File: src/design/ber_tlv_nesting_reader_assert.svh
// Assertion macros shared by the ber_tlv_nesting_reader modules.
// Depends on nothing; included by the files that check their own logic.
`ifndef BER_TLV_NESTING_READER_ASSERT_SVH
`define BER_TLV_NESTING_READER_ASSERT_SVH

// same-cycle implication
`define BTLV_ASSERT_IMPLY(label, clk, rst, ante, cons) \
  label: assert property (@(posedge clk) disable iff (rst) (ante) |-> (cons)) \
    else $error("btlv assertion failed");

// next-cycle implication
`define BTLV_ASSERT_NEXT(label, clk, rst, ante, cons) \
  label: assert property (@(posedge clk) disable iff (rst) (ante) |=> (cons)) \
    else $error("btlv assertion failed");

`endif

File: src/design/btlv_pkg.sv
// Types and constants of the BER tag-length reader.
// Depends on nothing; used by the top module and btlv_core.
package btlv_pkg;

  typedef enum logic [1:0] {
    ACT_OPEN  = 2'd0,
    ACT_BYTE  = 2'd1,
    ACT_CLOSE = 2'd2,
    ACT_NONE  = 2'd3
  } action_t;

  typedef enum logic [1:0] {
    PH_IDLE  = 2'd0,
    PH_FIRST = 2'd1,
    PH_LONG  = 2'd2
  } phase_t;

  localparam int unsigned LEN_LONG_BIT  = 7;
  localparam logic [6:0]  LEN_COUNT_MASK = 7'h7f;

  typedef struct packed {
    action_t    action;
    logic [7:0] stream_byte;
    logic [7:0] expected_tag;
  } item_t;

  typedef struct packed {
    logic               ok;
    logic               error_flag;
    logic signed [31:0] remaining;
    logic [3:0]         level_count;
    logic               in_header;
    logic               content_valid;
    logic [7:0]         content_byte;
    logic [31:0]        position;
  } result_t;

endpackage

File: src/design/ber_tlv_nesting_reader.sv
// BER tag-length reader with a bounded stack of open nesting levels.
// Takes one word per clock while result_ready is held: input register, state
// update in btlv_core, result register. An accepted word waits in the input
// register until the result register is free. Each step reads and updates the
// reader state and the stack top. The level stack is a MAX_DEPTH-entry memory
// with registered read; it needs no clearing pass after reset. The user must
// write buffer_length through cfg_we/cfg_wdata only while idle; the block
// does not enforce this. Depends on btlv_pkg, btlv_core, the assertion macros.
`include "ber_tlv_nesting_reader_assert.svh"

module ber_tlv_nesting_reader #(
  parameter int MAX_DEPTH = 8
) (
  input  logic              clk,
  input  logic              rst,
  input  logic              cfg_we,
  input  logic [31:0]       cfg_wdata,
  input  logic              item_valid,
  output logic              item_ready,
  input  btlv_pkg::item_t   item,
  output logic              result_valid,
  input  logic              result_ready,
  output btlv_pkg::result_t result
);
  import btlv_pkg::*;

  logic    stg_valid;
  item_t   stg_item;
  logic    advance;
  result_t step_result;

  assign advance    = stg_valid && (!result_valid || result_ready);
  assign item_ready = !stg_valid || advance;

  always_ff @(posedge clk) begin
    if (rst) begin
      stg_valid <= 1'b0;
    end else if (item_ready) begin
      stg_valid <= item_valid;
    end
  end

  always_ff @(posedge clk) begin
    if (rst) begin
      stg_item <= '0;
    end else if (item_ready && item_valid) begin
      stg_item <= item;
    end
  end

  btlv_core #(
    .MAX_DEPTH (MAX_DEPTH)
  ) u_core (
    .clk       (clk),
    .rst       (rst),
    .cfg_we    (cfg_we),
    .cfg_wdata (cfg_wdata),
    .step      (advance),
    .item      (stg_item),
    .result    (step_result)
  );

  always_ff @(posedge clk) begin
    if (rst) begin
      result_valid <= 1'b0;
    end else begin
      result_valid <= advance || (result_valid && !result_ready);
    end
  end

  always_ff @(posedge clk) begin
    if (advance) begin
      result <= step_result;
    end
  end

  `BTLV_ASSERT_NEXT(a_stg_hold, clk, rst, stg_valid && !advance,
                    stg_valid && $stable(stg_item))
  `BTLV_ASSERT_IMPLY(a_ok_no_err, clk, rst, result_valid && result.ok, !result.error_flag)
  `BTLV_ASSERT_IMPLY(a_content_idle, clk, rst, result_valid && result.content_valid,
                     !result.in_header)

endmodule

File: src/design/btlv_stack.sv
// Level stack memory: end offset of each open nesting level.
// One write port, one read port with registered read data; no package use.
module btlv_stack #(
  parameter int DEPTH = 8,
  parameter int AW    = 3
) (
  input  logic          clk,
  input  logic          we,
  input  logic [AW-1:0] waddr,
  input  logic [31:0]   wdata,
  input  logic [AW-1:0] raddr,
  output logic [31:0]   rdata
);

  logic [31:0] mem [DEPTH];

  always_ff @(posedge clk) begin
    if (we) begin
      mem[waddr] <= wdata;
    end
    rdata <= mem[raddr];
  end

endmodule

File: src/design/btlv_core.sv
// Reader state and single-pass step logic: position, header phase, stack top.
// Depends on btlv_pkg and btlv_stack; assertions from the shared macro header.
`include "ber_tlv_nesting_reader_assert.svh"

module btlv_core #(
  parameter int MAX_DEPTH = 8
) (
  input  logic             clk,
  input  logic             rst,
  input  logic             cfg_we,
  input  logic [31:0]      cfg_wdata,
  input  logic             step,
  input  btlv_pkg::item_t  item,
  output btlv_pkg::result_t result
);
  import btlv_pkg::*;

  localparam int CW = $clog2(MAX_DEPTH + 1);
  localparam int AW = (MAX_DEPTH > 1) ? $clog2(MAX_DEPTH) : 1;

  logic [31:0]   buffer_length;
  logic [31:0]   pos, pos_next, pos_inc;
  logic          err, err_next;
  phase_t        phase, phase_next;
  logic [6:0]    lbl, lbl_next, lbl_dec;
  logic [31:0]   pend, pend_next;
  logic [CW-1:0] lvl, lvl_next, lvl_eff, rd_idx;
  logic [31:0]   top_end, top_next;
  logic [31:0]   push_len, push_end, below_end;
  logic          push, full, byte_ok, success, cvalid;

  assign byte_ok  = pos < buffer_length;
  assign pos_inc  = pos + 32'd1;
  assign full     = lvl == CW'(MAX_DEPTH);
  assign lbl_dec  = (lbl != 7'd0) ? lbl - 7'd1 : 7'd0;
  assign push_end = pos_inc + push_len;

  always_comb begin
    pos_next   = pos;
    err_next   = err;
    phase_next = phase;
    lbl_next   = lbl;
    pend_next  = pend;
    lvl_next   = lvl;
    top_next   = top_end;
    success    = 1'b0;
    cvalid     = 1'b0;
    push       = 1'b0;
    push_len   = 32'd0;
    unique case (item.action)
      ACT_OPEN: begin
        if (phase != PH_IDLE || !byte_ok) begin
          err_next = 1'b1;
        end else begin
          pos_next = pos_inc;
          if (item.stream_byte != item.expected_tag || full) begin
            err_next = 1'b1;
          end else begin
            phase_next = PH_FIRST;
            success    = 1'b1;
          end
        end
      end
      ACT_BYTE: begin
        if (!byte_ok) begin
          err_next = 1'b1;
        end else begin
          pos_next = pos_inc;
          success  = 1'b1;
          unique case (phase)
            PH_FIRST: begin
              if (item.stream_byte[LEN_LONG_BIT]) begin
                lbl_next   = ((item.stream_byte[6:0] & LEN_COUNT_MASK) == 7'd0) ?
                             7'd1 : (item.stream_byte[6:0] & LEN_COUNT_MASK);
                pend_next  = 32'd0;
                phase_next = PH_LONG;
              end else begin
                push     = 1'b1;
                push_len = {24'd0, item.stream_byte};
              end
            end
            PH_LONG: begin
              pend_next = {pend[23:0], item.stream_byte};
              lbl_next  = lbl_dec;
              if (lbl_dec == 7'd0) begin
                push     = 1'b1;
                push_len = pend_next;
              end
            end
            default: begin
              cvalid = 1'b1;
            end
          endcase
        end
      end
      ACT_CLOSE: begin
        if (phase != PH_IDLE || lvl == '0 || top_end != pos) begin
          err_next = 1'b1;
        end else begin
          lvl_next = lvl - CW'(1);
          top_next = below_end;
          success  = 1'b1;
        end
      end
      ACT_NONE: begin
      end
    endcase
    if (push) begin
      phase_next = PH_IDLE;
      if (full) begin
        err_next = 1'b1;
      end else begin
        lvl_next = lvl + CW'(1);
        top_next = push_end;
      end
    end
  end

  assign lvl_eff = step ? lvl_next : lvl;
  assign rd_idx  = lvl_eff - CW'(2);

  btlv_stack #(
    .DEPTH (MAX_DEPTH),
    .AW    (AW)
  ) u_stack (
    .clk   (clk),
    .we    (step && push && !full),
    .waddr (lvl[AW-1:0]),
    .wdata (push_end),
    .raddr (rd_idx[AW-1:0]),
    .rdata (below_end)
  );

  always_ff @(posedge clk) begin
    if (rst) begin
      buffer_length <= 32'd0;
      pos           <= 32'd0;
      err           <= 1'b0;
      phase         <= PH_IDLE;
      lbl           <= 7'd0;
      pend          <= 32'd0;
      lvl           <= '0;
      top_end       <= 32'd0;
    end else begin
      if (cfg_we) begin
        buffer_length <= cfg_wdata;
      end
      if (step) begin
        pos     <= pos_next;
        err     <= err_next;
        phase   <= phase_next;
        lbl     <= lbl_next;
        pend    <= pend_next;
        lvl     <= lvl_next;
        top_end <= top_next;
      end
    end
  end

  always_comb begin
    result.ok            = success && !err_next;
    result.error_flag    = err_next;
    result.remaining     = (lvl_next == '0) ? '1 : $signed(top_next - pos_next);
    result.level_count   = 4'(lvl_next);
    result.in_header     = phase_next != PH_IDLE;
    result.content_valid = cvalid;
    result.content_byte  = cvalid ? item.stream_byte : 8'd0;
    result.position      = pos_next;
  end

  `BTLV_ASSERT_NEXT(a_err_sticky, clk, rst, err, err)
  `BTLV_ASSERT_IMPLY(a_lvl_bound, clk, rst, 1'b1, lvl <= CW'(MAX_DEPTH))
  `BTLV_ASSERT_NEXT(a_pos_hold, clk, rst, !step, pos == $past(pos) && lvl == $past(lvl))

endmodule
File: config.mk
export PLATFORM = sky130hd
export DESIGN_NAME = ber_tlv_nesting_reader
export DESIGN_NICKNAME = d
export VERILOG_FILES = /design/src/design/btlv_pkg.sv /design/src/design/ber_tlv_nesting_reader.sv /design/src/design/btlv_stack.sv /design/src/design/btlv_core.sv
export VERILOG_INCLUDE_DIRS = /design/src /design/src/design
export SDC_FILE = /design/constraint.sdc
export NUM_CORES = 1
export LEC_CHECK = 0
export BUFFER_PORTS_ARGS = -buffer_cell sky130_fd_sc_hd__buf_2
export CAP_MARGIN = 30
export CORE_MARGIN = 1
export CORE_UTILIZATION = 47
export DETAILED_ROUTE_END_ITERATION = 8
export PLACE_DENSITY = 0.74
export SLEW_MARGIN = 25
export SYNTH_ARGS = -nofsm -noshare
export SYNTH_HDL_FRONTEND = slang
export SYNTH_SLANG_ARGS = --single-unit
export TNS_END_PERCENT = 100
File: constraint.sdc
create_clock -name clk -period 13.25 [get_ports clk]
set_input_delay 1.325 -clock clk [delete_from_list [all_inputs] [get_ports clk]]
set_output_delay 1.325 -clock clk [all_outputs]
set_load 0.1 [all_outputs]
==> flow_summary.ini <==
[status]
status = complete, no violations

[yosys]
postSynth.asyncResetShare_pct = 0
synth_area_per_cell_um2 = 11.45
synth_top_cell_area_share_pct = 39.20
syn-cell-area_um2 = 25740
syn_nets = 2410
synth_top_area_cell = edfxtp_1
synth_cell_types = 81
synth-seq-cells = 522
ys_top_cells_by_area = edfxtp_1 39%, dfxtp_1 14%, mux4_2 5.6%
ys_seq_area_share_pct = 53.66
synthCells = 2249
synth_top_flop_cell = edfxtp_1
synth_enable_flop_cells = 336
synth_warnings = 0

[clock_tree]
clockBufferDepth = 3
cts_sinks = 522
ctsRootBufferMaster = clkbuf_16
cts_tree = built
clkTransAtPathRegs_ps = 60
cts_resized = 0
post_cts.repair.setup_buffers = 0
cts_max_level = 2
ctsHoldBuffers = 0
insertion_delay_ps = 620
numCtsBuffers = 51

[timing]
fin_setup_tns_ps = 0
finClkSkew_ps = 21.06
fin_ws_ps = 4696
worst_pin_slew_ps = 985.4
rsz0062_at_grt = false
setup_viol = 0
min_period_ps = 8554
fin_crit_sh_pct = 64.56
slew_violations = 0
timing.fmax_mhz = 116.9
max_slew_margin_pct = 33.83
finalHoldViolCount = 0

[finish]
fillerInstances = 4504
post-route-util_pct = 53.34
syn2layout_area_growth_pct = 11.74
final_area_um2 = 28760
final_nets = 2515
seq_area_um2 = 13810
final_common_cell = edfxtp_1
drive_above_1_share_pct = 16.07
instances_no_fill = 3093
multi_input_area_um2 = 10960
layout_common_cells = 336 x edfxtp_1, 186 x dfxtp_1, 183 x nor2_1, 181 x nand2_1, 146 x a21oi_1

[drt]
num_vias = 18362
avgRoutedWirePerCell_um = 22.68
drt_first_iter_violations = 1950
antenna_left = 0
first_pass_iters = 6
drt-total-wl_um = 70140
routed_via_density = 5.937
drt_drc_violations_left = 0

[pwr]
p_sw_share_pct = 26.31
ir_drop_uv = 90.96
p_leak_nw = 11.10
clkPwrFrac_pct = 38.7
p_int_mw = 2.680
p_per_area_nw_per_um2 = 126.4
switchingPower_mw = 0.9569
combinationalPowerShare_pct = 12.2
seq_power_share_pct = 49.1

[placed_design]
portBuffers = 136
place_area_um2 = 27110
dpl_worst_slack_ps = 4876
gp_congestion = 0.9637
place_hpwl_um = 49030
placed_cells = 2992

[setup_path]
timing.rr.end = result[77]
crit_path_max_fanout = 24
crit_end = result[77]
end_kind = register
crit_type = register to register
cp.required_ps = 13730
rr_worst_depth = 27
r2r_slack_ps = 4700
reg2reg_from = u_core.pos[11]
crit_arrival_ps = 9030
start_kind = register
critPathLaunch = u_core.pos[11]

[die]
die-area_um2 = 55710
die_h_um = 236.0
fp.dieW_um = 236.0
coreArea_um2 = 53920
start_util_pct = 47.74
rows = 85
io_pins = 137

[grt]
grt_usage_pct = 24.99
grt_overflow_total = 0
grt_pass1_vias = 17802
antenna_found_initial = 0
grt_pass1_wl_um = 106300
grt_max_degree = 77

[min_path]
hold_class = register to register

[run]
cap_violations = 0
worst min-delay path by stage:
stage	start	to	slack [ps]	cells past startpoint
floorplan	u_core.top_end[17]	u_core.top_end[17]	450	2
global placement	stg_item[6]	stg_item[6]	460	2
detailed placement	stg_item[2]	stg_item[2]	460	2
CTS	stg_item[2]	stg_item[2]	470	2
global route	stg_item[2]	stg_item[2]	490	2
finish	stg_item[2]	stg_item[2]	470	2
state kept, by name (all words and copies together) (netlist names):
name and cells:
result 80, result_valid 1, stg_item 18, stg_valid 1
u_core.buffer_length 32, u_core.err 1, u_core.lbl 7, u_core.lvl 4
u_core.pend 24, u_core.phase 2, u_core.pos 32, u_core.top_end 32
u_core.u_stack.mem 256, u_core.u_stack.rdata 32
power by group through the flow:
stage | Clock, mW | Sequential, mW | Combinational (mW)
final | 1.41 | 1.79 | 0.443
after global routing | 1.50 | 1.79 | 0.476
after CTS | 1.43 | 1.79 | 0.437
after detailed placement | 0 | 1.82 | 0.435
after global placement | 0 | 1.82 | 0.429
after floorplan | 0 | 1.87 | 0.262
cell type report:
| cell class | count | area share [%] |
|---|---|---|
| Tap cell | 696 | 3.028 |
| Sequential cell | 522 | 48.02 |
| Multi-Input combinational cell | 1479 | 38.10 |
| Inverter | 118 | 1.557 |
| Antenna cell | 1 | 0.008700 |
| Timing Repair Buffer | 182 | 3.724 |
| Clock inverter | 18 | 0.6438 |
| Clock buffer | 77 | 4.915 |
cells in the mapped netlist (8+ instances only):
| library cell | instances |
|---|---|
| nand3_1 | 49 |
| o21a_1 | 21 |
| nor4_1 | 20 |
| and2_1 | 33 |
| inv_1 | 117 |
| nor3_1 | 53 |
| nor2b_1 | 15 |
| a22oi_1 | 33 |
| mux2i_1 | 70 |
| edfxtp_1 | 336 |
| mux2_2 | 32 |
| nand4_1 | 19 |
| and4_1 | 8 |
| ha_1 | 104 |
| mux4_2 | 64 |
| a21oi_1 | 146 |
| dfxtp_1 | 186 |
| buf_2 | 9 |
| o31ai_1 | 8 |
| a21o_1 | 54 |
| nand2_1 | 181 |
| or3_1 | 10 |
| xnor2_1 | 65 |
| o21ai_0 | 69 |
| a211oi_1 | 37 |
| a222oi_1 | 8 |
| nor2_1 | 184 |
| a31oi_1 | 8 |
| xor2_1 | 57 |
| clkbuf_1 | 95 |
| o211ai_1 | 8 |
| nand2b_1 | 15 |
| and3_1 | 17 |
| buf_4 | 12 |
stage by stage:
stage / hold slack (ps) / total power [mW]
after global placement: 456.5 / 2.248
after CTS: 472.7 / 3.651
after detailed placement: 464.4 / 2.255
after floorplan: 448.7 / 2.128
after global routing: 490.2 / 3.760
final: 469.8 / 3.637
cells by family (layout without fill, tap and decap cells):
logic type	Yosys count	in the layout	share of synthesized area (%)
compound gates	458	458	11.68
xor+xnor	123	123	4.258
fa+ha+maj	106	106	5.211
buf+inv	248	395	4.039
flops	522	522	53.66
mux	166	166	9.721
other cells	0	1	0
simple gates	626	626	11.43
worst max-delay path: stages (launching register included):
cell	delay [ps]
dfxtp_1	420
ha_1	350
and3_1	170
or3b_2	480
nor4_1	470
o31a_1	420
nor3_1	100
and3_1	460
and2_1	300
ha_1	370
inv_1	90
nor4_1	500
a21oi_1	170
a211oi_1	360
a21oi_1	180
o21ai_0	390
xor2_1	520
a21o_1	230
ha_1	200
nand2_1	80
nor2_1	180
nand2_1	80
a211oi_1	730
o2111ai_1	270
and4_1	250
o21a_1	190
or3_1	350
nand3_1	90
per-layer routing:
metal / vias to the layer above / wire [um] / global-route usage (%) / share of wire [%]
met5: - / 0 / 0 / 0
met4: 0 / 2516 / 9.012 / 3.6
met3: 128 / 5686 / 4.201 / 8.1
met2: 794 / 32810 / 40.47 / 47
met1: 8965 / 29120 / 33.82 / 42
li1: 8475 / - / - / -
Power figures use the tool's default switching activity.
